File: config.mk
export PLATFORM = sky130hd
export DESIGN_NAME = imr_div
export DESIGN_NICKNAME = d
export VERILOG_FILES = /design/src/imr_div.sv
export SDC_FILE = /design/constraint.sdc
export NUM_CORES = 1
export LEC_CHECK = 0
export BUFFER_PORTS_ARGS = -buffer_cell sky130_fd_sc_hd__buf_4
export CORE_ASPECT_RATIO = 1.4
export CORE_UTILIZATION = 57
export CTS_CLUSTER_SIZE = 14
export DETAILED_ROUTE_END_ITERATION = 8
export PLACE_DENSITY = 0.88
export RECOVER_POWER = 100
export SLEW_MARGIN = 15
export SYNTH_ARGS = -nofsm -noshare
export SYNTH_HDL_FRONTEND = slang
export SYNTH_SLANG_ARGS = --single-unit
File: constraint.sdc
create_clock -name clk -period 2.71 [get_ports clk]
set_input_delay 0.4065 -clock clk [delete_from_list [all_inputs] [get_ports clk]]
set_output_delay 0.4065 -clock clk [all_outputs]
set_load 0.005 [all_outputs]
File: src/imr_div.sv
`timescale 1ns / 1ps
// ============================================================================
// imr_div
// Pipelined restoring divider, one quotient bit per stage.
// ============================================================================
module imr_div #(
    parameter int NW  = 27,
    parameter int QW  = 16,
    parameter int DVW = 11
) (
    input  logic           clk,
    input  logic           en,
    input  logic [NW-1:0]  num,
    input  logic [DVW-1:0] den,
    output logic [QW-1:0]  quo
);

    logic [DVW-1:0] rem_reg  [QW];
    logic [QW-1:0]  low_reg  [QW];
    logic [QW-1:0]  q_reg    [QW];
    logic [DVW-1:0] rem_next [QW];
    logic [QW-1:0]  low_next [QW];
    logic [QW-1:0]  q_next   [QW];

    for (genvar k = 0; k < QW; k++) begin : g_stage
        logic [DVW-1:0] rem_src;
        logic [QW-1:0]  low_src;
        logic [QW-1:0]  q_src;
        logic [DVW:0]   trial;

        if (k == 0) begin : g_first
            assign rem_src = DVW'(num[NW-1:QW]);
            assign low_src = num[QW-1:0];
            assign q_src   = '0;
        end else begin : g_next
            assign rem_src = rem_reg[k-1];
            assign low_src = low_reg[k-1];
            assign q_src   = q_reg[k-1];
        end

        always_comb
        begin
            trial       = {rem_src, low_src[QW-1]};
            low_next[k] = {low_src[QW-2:0], 1'b0};
            if (trial >= {1'b0, den})
            begin
                rem_next[k] = DVW'(trial - {1'b0, den});
                q_next[k]   = {q_src[QW-2:0], 1'b1};
            end
            else
            begin
                rem_next[k] = trial[DVW-1:0];
                q_next[k]   = {q_src[QW-2:0], 1'b0};
            end
        end

        always_ff @(posedge clk)
        begin
            if (en)
            begin
                rem_reg[k] <= rem_next[k];
                low_reg[k] <= low_next[k];
                q_reg[k]   <= q_next[k];
            end
        end
    end

    assign quo = q_reg[QW-1];

endmodule

# == After elaboration in Yosys (flattened, before gate mapping) ==
# Memory sizes are Yosys's and may differ from the RTL's.
# Index checks and enable logic that the tools add are counted.
# word_totals
memories,3
in_bits,40
elab_cells,69
out_inout_bits,16
mem_bits_rw,672
register_bits,0
# memory_table
memory,words,word_bits,rd,rd_clocked_by_memory_dff,wr,line_no,text
q_reg,16,16,16,0,16,20,logic [QW-1:0] q_reg [QW];
low_reg,16,15,15,0,16,19,logic [QW-1:0] low_reg [QW];
rem_reg,16,11,15,0,16,18,logic [DVW-1:0] rem_reg [QW];
# op_classes
muxes,34
magnitude_cmp,16
add_sub_neg,16
# ops
op,count
$ge 12x11->1,16
$mux 11,16
$sub 11x11->11,16
$mux 1,18

# == Depth between registers and ports, before layout ==
# Gate-level depths: netlist (run 1).
# An unclocked memory read counts as a cell.
# depth
ltp_word,3
ltp_mapped,9
depth_no_buf,8

# == Worst setup path before layout (run 1) ==
# No wires, ideal clock.
# synth_path
path_kind,input to register
from,in den[7]
to,mem rem_reg[0][4] (data pin)
cell_stages,8
arrival_time_ns,2.460
required_ns,2.450
slack_ns,-0.010
path_buffers,1
path_cell_list,inv_1 -> ha_1 -> a21oi_2 -> o21ai_1 -> a2111o_1 -> or2_4 -> buf_6 -> mux2_4
# synth_rtl
item,line_no,text
start: declaration,14,"input logic [DVW-1:0] den,"
end: declaration,18,

==> results of run 1 <==
metal layers:
| layer | GRT usage, % | vias up | part of all wire (%) |
|---|---|---|---|
| met5 | 0 | - | 0 |
| met4 | 15.6 | 0 | 6.1 |
| met3 | 3.03 | 177 | 4.3 |
| met2 | 45.5 | 473 | 51 |
| met1 | 27.7 | 7845 | 38 |
| li1 | - | 7692 | - |
cells in the mapped netlist (13+ instances only):
master / instances
a211oi_1: 27
a21o_1: 20
a21oi_1: 95
a31oi_1: 29
and3_1: 36
and4_1: 17
edfxtp_1: 421
fa_1: 15
ha_1: 176
inv_1: 101
mux2_2: 122
mux2i_1: 46
nand2_1: 46
nand2b_1: 27
nand3_1: 46
nor2_1: 115
nor2b_1: 33
nor3_1: 45
nor4_1: 13
o2111ai_1: 22
o21a_1: 31
o21ai_0: 63
o31ai_1: 17
xnor2_1: 55
xor2_1: 34
power by group through the flow:
stage	Sequential (uW)	Clock, uW	Combinational [uW]
after detailed placement	10500	0	13500
final	10400	6180	13700
after floorplan	9980	0	9760
after global routing	10500	6540	15000
after global placement	10500	0	12900
after CTS	10400	6300	13700
through the flow:
stage / TNS, ns / power [uW]
finish: 0 / 30200
global route: 0 / 32000
CTS: 0 / 30300
detailed placement: -8.95 / 24000
global placement: -4.61 / 23400
floorplan: 0 / 19700
kinds of logic (layout without fill, tap and decap cells):
kind of cell / Yosys count / in the layout / share of synthesized area (%)
xor+xnor: 89 / 89 / 3.34
mux: 172 / 172 / 8.11
buf+inv: 129 / 437 / 2.27
simple gates: 431 / 431 / 9.81
fa+ha+maj: 191 / 191 / 10.7
compound gates: 398 / 398 / 11.6
flops: 421 / 421 / 54.1
cell type report:
| type | count | area, sq um | share of cell area (%) |
|---|---|---|---|
| sequential | 421 | 12600 | 46.1 |
| multi-input combinational | 1281 | 10200 | 37.1 |
| timing repair buffer | 260 | 2090 | 7.63 |
| clock buffer | 49 | 1080 | 3.93 |
| tap | 534 | 668 | 2.44 |
| inverter | 101 | 387 | 1.41 |
| clock inverter | 27 | 382 | 1.39 |
timing repair:
item                       CTS  global route
hold endpoints to repair    10             0
gates resized for setup      0             4
setup endpoints to repair    0            28
hold buffers                10             0
worst paths after layout:
| path | from | end | slack [ns] |
|---|---|---|---|
| setup reg to reg | low_reg[1][44] | rem_reg[1][37] | 0.11 |
| setup / recovery | low_reg[1][44] | rem_reg[1][37] | 0.11 |
| hold reg to reg | low_reg[0][55] | low_reg[0][71] | 0.41 |
| hold / removal | num[6] | low_reg[0][6] | 0.04 |
worst max-delay path, cell delays in order (launching register included):
cell and delay (ns):
edfxtp_1 0.44, inv_1 0.10, ha_1 0.22, fa_1 0.41
nand2b_1 0.20, a21oi_2 0.17, a41oi_1 0.08, o21ai_1 0.21
buf_4 0.19, mux2_2 0.34
layout by cell type (no fill, tap or decap), types with 17 or more instances in the layout:
master | Yosys | routed
edfxtp_1 | 421 | 421
nand2_1 | 46 | 46
a31oi_1 | 29 | 29
inv_1 | 101 | 99
ha_1 | 176 | 176
mux2i_1 | 46 | 46
xnor2_1 | 55 | 55
a211oi_1 | 27 | 27
a21o_1 | 20 | 20
nand3_1 | 46 | 46
o21a_1 | 31 | 31
and3_1 | 36 | 36
o31ai_1 | 17 | 17
clkbuf_4 | 0 | 38
mux2_2 | 122 | 116
o21ai_0 | 63 | 67
o2111ai_1 | 22 | 22
nor2b_1 | 33 | 33
clkbuf_1 | 11 | 19
and4_1 | 17 | 17
nor3_1 | 45 | 45
nor2_1 | 115 | 115
buf_4 | 5 | 174
clkbuf_16 | 0 | 42
a21oi_1 | 95 | 93
xor2_1 | 34 | 34
nand2b_1 | 27 | 27
==> results.yml, run 1 <==
outcome:
  status: "complete, but fails checks"
  failed_checks: "capacitance limit, slew limit"
global_route:
  track_usage_pct: 24.9
  grt_pass1_vias: 16400
  antenna_found_initial: 0
  grt_pass1_wl_um: 81800
  grt_remaining_overflow: 0
  grt_max_degree: 63
critical_path:
  end_kind: "flip-flop"
  startpoint_type: "flip-flop"
  path_max_fanout: 7
  critPathArrivalTime_ns: 2.92
  worstPathRequired_ns: 3.02
  ff2ff_path_depth: 9
  crit_type: "flip-flop to flip-flop"
detailed_routing:
  routedWlPerCell_um: 19.1
  finalWirelength_um: 51100
  ant_nets: 0
  vias_per_cell: 6.06
  drc: 0
  vias: 16200
  dr.pass1.iters: 7
  drt-initial-drc-count: 1003
synthesis:
  ys_seq_area_share_pct: 54.1
  synth-main-ff-cell: "edfxtp_1"
  yosysUniqueCellTypes: 66
  yosys_warnings: 0
  avgSynthCellArea_sq_um: 12.8
  synth-seq-cells: 421
  synth_area_leader_cell: "edfxtp_1"
  synthTopCellsByArea: "edfxtp_1 54%, ha_1 9.4%, mux2_2 5.9%"
  async_reset_ff_share_pct: 0
  syn_inst: 1831
  syn-num-nets: 2062
  synth_area_sq_mm: 0.0234
  yosysTopAreaCellShare_pct: 54.1
  synth_enable_flop_cells: 421
pwr:
  power_per_cell_area_mw_per_mm2: 1100
  p_switching_uw: 10200
  pwr-share-seq_pct: 34.3
  p_comb_share_pct: 45.2
  leakage_uw: 0.0110
  peakVddDrop_mv: 0.755
  p_int_uw: 20000
  p_sw_share_pct: 33.8
  clockPowerShare_pct: 20.5
cells_and_area:
  nNetsFinal: 2338
  final_util_pct: 67.9
  diodes: 0
  nFillCells: 2863
  final_area_sq_mm: 0.0274
  drive_gt1_share_pct: 20.8
  largest_register_ffs: 165
  area_growth_pct: 17.4
  stdcell_count: 2673
place:
  dp_slack_ns: -0.229
  place_area_sq_mm: 0.0260
  port_buffers: 55
  gp_congestion: 0.927
  dp_hpwl_um: 35700
  dp_cells: 2587
sta:
  hold_slack_ns: 0.0380
  slew_headroom_pct: -6.66
  worst_slew_pin_slew_ns: 1.60
  fin_crit_sh_pct: 96.1
  finalSetupViolCount: 0
  max_freq_mhz: 384
  rsz0062_at_grt: "false"
  finalClockSkew_ns: 0.0294
  fin_ws_ns: 0.106
  finalMaxSlewViolations: 63
  fin_crit_ns: 2.60
  hold_viol: 0
clock_tree:
  cts_buffers: 42
  post-cts-setup-buffers: 0
  clockBufferDepth: 3
  htree_levels: 2
  cts_tree: "built"
  cts.clk_slew.worst_paths_ns: 0.06
  root_buffer: "clkbuf_16"
  clk_latency_ns: 0.58
  clock-sinks: 421
die:
  die_x_um: 173
  die_h_um: 241
  die_area_sq_mm: 0.0418
  coreArea_sq_mm: 0.0404
  ios: 56
  start_util_pct: 57.8
  rows: 87
hold_path:
  hold_depth: 1
  worst_hold_path_type: "input port to flip-flop"
flow_run:
  maxCapViolCount: 1
Power figures use the tool's default switching activity.
==> run 2: changes to the inputs <==
Settings changed: CORE_UTILIZATION 57 to 65, PLACE_DENSITY 0.88 to 0.93, REMOVE_ABC_BUFFERS set to 1.
Clock period 2.71 ns to 3.25 ns, I/O delays scaled along.
==> run 2 against run 1 <==
The flow still finishes with violations (capacitance limit, slew limit). Final cell count shrank 9.1%. Global-route usage increased by 2.6 points. Clock power down 27%. Wire length fell by 4.5%. Register-to-register slack gained 0.16 ns. Via count decreased by 3.6%. Flip-flop and latch count unchanged. Non-clock buffer count down 155. Largest cell class unchanged. Highest routed layer unchanged.
==> results.yml, run 2 (same netlist as run 1, synthesis figures left out) <==
clock_tree:
  post_cts_resize_count: 0
  clock-sinks: 421
  clockBufferDepth: 3
  root_buffer: "clkbuf_16"
  cts_buffers: 40
  clk_latency_ns: 0.54
  hold_buffers: 0
  cts.clk_slew.worst_paths_ns: 0.07
  htree_levels: 2
  post-cts-setup-buffers: 0
  cts_tree: "built"
sta:
  worst_slew_pin_slew_ns: 2.39
  finalClockSkew_ns: 0.0112
  hold_viol: 0
  rsz0062_at_grt: "false"
  fin_ws_ns: 0.262
  setup_tns_ns: 0
  max_freq_mhz: 335
  fin_crit_sh_pct: 91.9
  fin_crit_ns: 2.99
  finalSetupViolCount: 0
  slew_headroom_pct: -59.5
  finalMaxSlewViolations: 88
cells_and_area:
  largest_register_ffs: 165
  final_common_cell: "edfxtp_1"
  nNetsFinal: 2181
  diodes: 0
  drive_gt1_share_pct: 14.4
  final_cell_mix: "421 x edfxtp_1, 176 x ha_1, 116 x mux2_2, 115 x nor2_1, 101 x inv_1"
  area_growth_pct: 10.9
die:
  start_util_pct: 66.4
  rows: 81
  coreArea_sq_mm: 0.0352
  die_area_sq_mm: 0.0367
  ios: 56
  die_x_um: 162
  die_h_um: 226
pwr:
  leakage_uw: 0.0101
  finalPower_uw: 23600
  power_per_cell_area_mw_per_mm2: 911
  peakVddDrop_mv: 0.543
place:
  dp_slack_ns: 0.0902
  dp_hpwl_um: 33700
  port_buffers: 55
  gp_congestion: 0.967
critical_path:
  cpPeakStageDelay_ns: 0.62
  path_max_fanout: 12
  cp_slowest_cell: "or2_0"
  crit_buf_inv: 1
  worstPathRequired_ns: 3.54
  critPathTopFamily: "simple AND/OR/NAND/NOR gates"
  end_kind: "flip-flop"
  startpoint_type: "flip-flop"
  critPathArrivalTime_ns: 3.28
  crit_type: "flip-flop to flip-flop"
  crit_chain: "inv_1, ha_1, fa_1, nand2b_1, a21oi_1, o211a_1, or2_0, mux2_2"
detailed_routing:
  drc: 0
  vias: 15600
  ant_nets: 0
  dr.pass1.iters: 5
  routedWlPerCell_um: 20.1
  drt-initial-drc-count: 1264
  finalWirelength_um: 48800
  vias_per_cell: 6.42
global_route:
  antenna_found_initial: 0
  grt_pass1_vias: 15900
  grt_pass1_wl_um: 79200
  grt_remaining_overflow: 0
  grt_max_degree: 91
  track_usage_pct: 27.5
hold_path:
  worst_hold_path_type: "input port to flip-flop"
outcome:
  failed_checks: "capacitance limit, slew limit"
  status: "complete, but fails checks"
flow_run:
  maxCapViolCount: 1
-- run 2: worst reg2reg max path: cells and delay by family (launching register included) --
kind,cells,cell delay [ns]
compound gates,2,0.51
fa+ha+maj,2,0.60
buf+inv,1,0.06
flops,1,0.36
mux,1,0.41
simple gates,2,0.80
-- run 2: area by class of cell --
cell class	count	area, sq um
Sequential cell	421	12600
Multi-Input combinational cell	1281	10100
Fill cell	2219	9270
Clock buffer	47	1030
Timing Repair Buffer	105	910
Tap cell	456	571
Inverter	101	379
Clock inverter	20	220
-- run 2: metal layers --
metal  wire (um)  GRT usage [%]  vias to the layer above
met5           0              0                        -
met4        2890           15.7                        0
li1            -              -                     7369
met2       25300           49.7                      541
met3        2610           4.15                      192
met1       18100           30.6                     7509
-- run 2: through the flow --
step / instances / utilization [%] / hold slack [ns] / cell area (sq um)
final: 2431 / 73.6 / 0.143 / 25900
after global routing: 2431 / 73.6 / 0.125 / 25900
after global placement: 2364 / 70.4 / 0.400 / 24800
after floorplan: 1803 / - / 0.400 / 23200
after detailed placement: 2364 / 70.4 / 0.405 / 24800
after CTS: 2431 / 73.9 / 0.0995 / 26000
-- run 2: path summary, 6_finish.rpt --
path	depth (start not counted)	end	from	slack, ns
max	8	rem_reg[0][13]	low_reg[0][14]	0.26
min	1	low_reg[0][0]	num[0]	0.14
max reg2reg	8	rem_reg[0][13]	low_reg[0][14]	0.26
min reg2reg	0	low_reg[0][44]	low_reg[0][28]	0.41
-- run 2: power by group --
group          internal (uW)  switching [uW]  total (uW)
Combinational           4970            5520       10500
Clock                   2580            1940        4520
Sequential              7900             693        8590
==> run 3: changes to the inputs <==
Settings changed: CORE_UTILIZATION 65 to 61, CTS_CLUSTER_SIZE 14 to 10, PLACE_DENSITY 0.93 to 0.89.
==> run 3 against run 2 <==
The run still ends with capacitance limit, slew limit left. Wire length is 2.9% higher. Sequential share of layout area is 0.38 points lower. Non-clock buffer count is 18 higher. Worst hold slack worse by 0.026 ns. Sequential power hardly changed. Utilization is 4.3 points lower. Critical path type is now input port to flip-flop. Highest routed layer unchanged.
==> results.yml, run 3 (same netlist as run 1, synthesis figures left out) <==
critical_path:
  crit_chain: "clkbuf_4, inv_1, clkbuf_1, ha_1, a21oi_1, o21bai_1, a2111oi_0, o21ai_0, clkbuf_1, mux2_2"
  cp_slowest_cell: "clkbuf_1"
  cp_common_cell: "clkbuf_1"
  critPathTopFamily: "buffers and inverters"
  end_kind: "flip-flop"
  startpoint_type: "input port"
  critPathArrivalTime_ns: 3.31
  crit_buf_inv: 4
  cpPeakStageDelay_ns: 0.57
  path_max_fanout: 7
  worstPathRequired_ns: 3.56
  crit_type: "input port to flip-flop"
clock_tree:
  clk_latency_ns: 0.57
  cts_tree: "built"
  post-cts-setup-buffers: 0
  post_cts_resize_count: 0
  htree_levels: 2
  clockBufferDepth: 3
  hold_buffers: 0
  cts.clk_slew.worst_paths_ns: 0.06
  clock-sinks: 421
  root_buffer: "clkbuf_16"
  cts_buffers: 49
outcome:
  failed_checks: "capacitance limit, slew limit"
  status: "complete, but fails checks"
sta:
  setup_tns_ns: 0
  worst_slew_pin_slew_ns: 1.62
  fin_crit_ns: 3.00
  rsz0062_at_grt: "false"
  slew_headroom_pct: -8.17
  finalMaxSlewViolations: 69
  fin_crit_sh_pct: 92.2
  finalSetupViolCount: 0
  hold_viol: 0
  finalClockSkew_ns: 0.0115
  max_freq_mhz: 334
cells_and_area:
  nNetsFinal: 2208
  final_common_cell: "edfxtp_1"
  stdcell_count: 2461
  nFillCells: 2600
  multi_input_area_sq_mm: 0.0102
  final_util_pct: 69.4
  seqCellArea_sq_mm: 0.0126
  largest_register_ffs: 165
  drive_gt1_share_pct: 15.3
  final_cell_mix: "421 x edfxtp_1, 176 x ha_1, 117 x mux2_2, 115 x nor2_1, 101 x inv_1"
  area_growth_pct: 11.8
place:
  dp_hpwl_um: 34900
  port_buffers: 55
  dp_cells: 2399
  gp_congestion: 0.922
hold_path:
  worst_hold_path_type: "input port to flip-flop"
die:
  die_area_sq_mm: 0.0391
  coreArea_sq_mm: 0.0376
  die_h_um: 234
  start_util_pct: 62.1
  die_x_um: 167
  ios: 56
  rows: 84
global_route:
  track_usage_pct: 26.0
  grt_max_degree: 84
  grt_pass1_vias: 16000
  antenna_found_initial: 1
  grt_pass1_wl_um: 79900
  grt_remaining_overflow: 0
detailed_routing:
  ant_nets: 0
  drt-initial-drc-count: 1027
  routedWlPerCell_um: 20.4
  finalWirelength_um: 50200
  drc: 0
  dr.pass1.iters: 7
  vias: 15800
  vias_per_cell: 6.41
pwr:
  peakVddDrop_mv: 0.477
  leakage_uw: 0.0102
  power_per_cell_area_mw_per_mm2: 919
flow_run:
  maxCapViolCount: 1
## run 3: cell count changes in the layout (fill, tap and decap cells not counted), sizes merged
cell / previous run / this run
clkinv: 12 / 6
bufinv: 4 / 0
diode: 0 / 1
inv: 102 / 103
clkinvlp: 3 / 0
buf: 60 / 69
clkbuf: 92 / 107
## run 3: path summary, 6_finish.rpt
kind,from,to,slack (ns),depth (start not counted)
setup reg to reg,low_reg[1][44],rem_reg[1][43],0.40,9
hold reg to reg,low_reg[0][55],low_reg[0][71],0.41,0
setup / recovery,den[5],rem_reg[1][19],0.25,10
hold / removal,num[12],low_reg[0][12],0.12,1
## run 3: cell type report
| type | count | share of cell area [%] |
|---|---|---|
| Tap cell | 473 | 2.27 |
| Antenna cell | 1 | 0.00959 |
| Sequential cell | 421 | 48.4 |
| Clock buffer | 53 | 4.76 |
| Clock inverter | 8 | 0.254 |
| Inverter | 101 | 1.45 |
| Multi-Input combinational cell | 1281 | 38.9 |
| Timing Repair Buffer | 123 | 3.90 |
## run 3: worst reg2reg max path, cell delays in order (launching register included)
cell and delay [ns]:
edfxtp_1 0.45, inv_1 0.09, ha_1 0.22, fa_1 0.42, nand2b_1 0.19, a21oi_1 0.26
a41oi_1 0.09, o21ai_0 0.35, buf_12 0.19, mux2_2 0.34
## run 3: metrics by stage
step | setup WS, ns | instance area, sq um | hold WS (ns) | total power [uW]
after floorplan | 0.383 | 23200 | 0.400 | 16300
final | 0.253 | 26100 | 0.117 | 24000
after detailed placement | 0.194 | 24900 | 0.405 | 19200
after global placement | 0.258 | 24900 | 0.400 | 18700
after CTS | 0.505 | 26200 | 0.0727 | 24000
after global routing | 0.184 | 26100 | 0.0886 | 25300
## run 3: metal layers
layer | track usage, % | part of all wire (%)
met1 | 28.4 | 37
met4 | 15.8 | 5.8
met2 | 47.9 | 52
met3 | 3.30 | 5.4
met5 | 0 | 0
## run 3: where the power goes
group,switching (uW),internal [uW],total [uW]
clock network,1980,2690,4670
logic,5580,5120,10700
registers,716,7910,8620
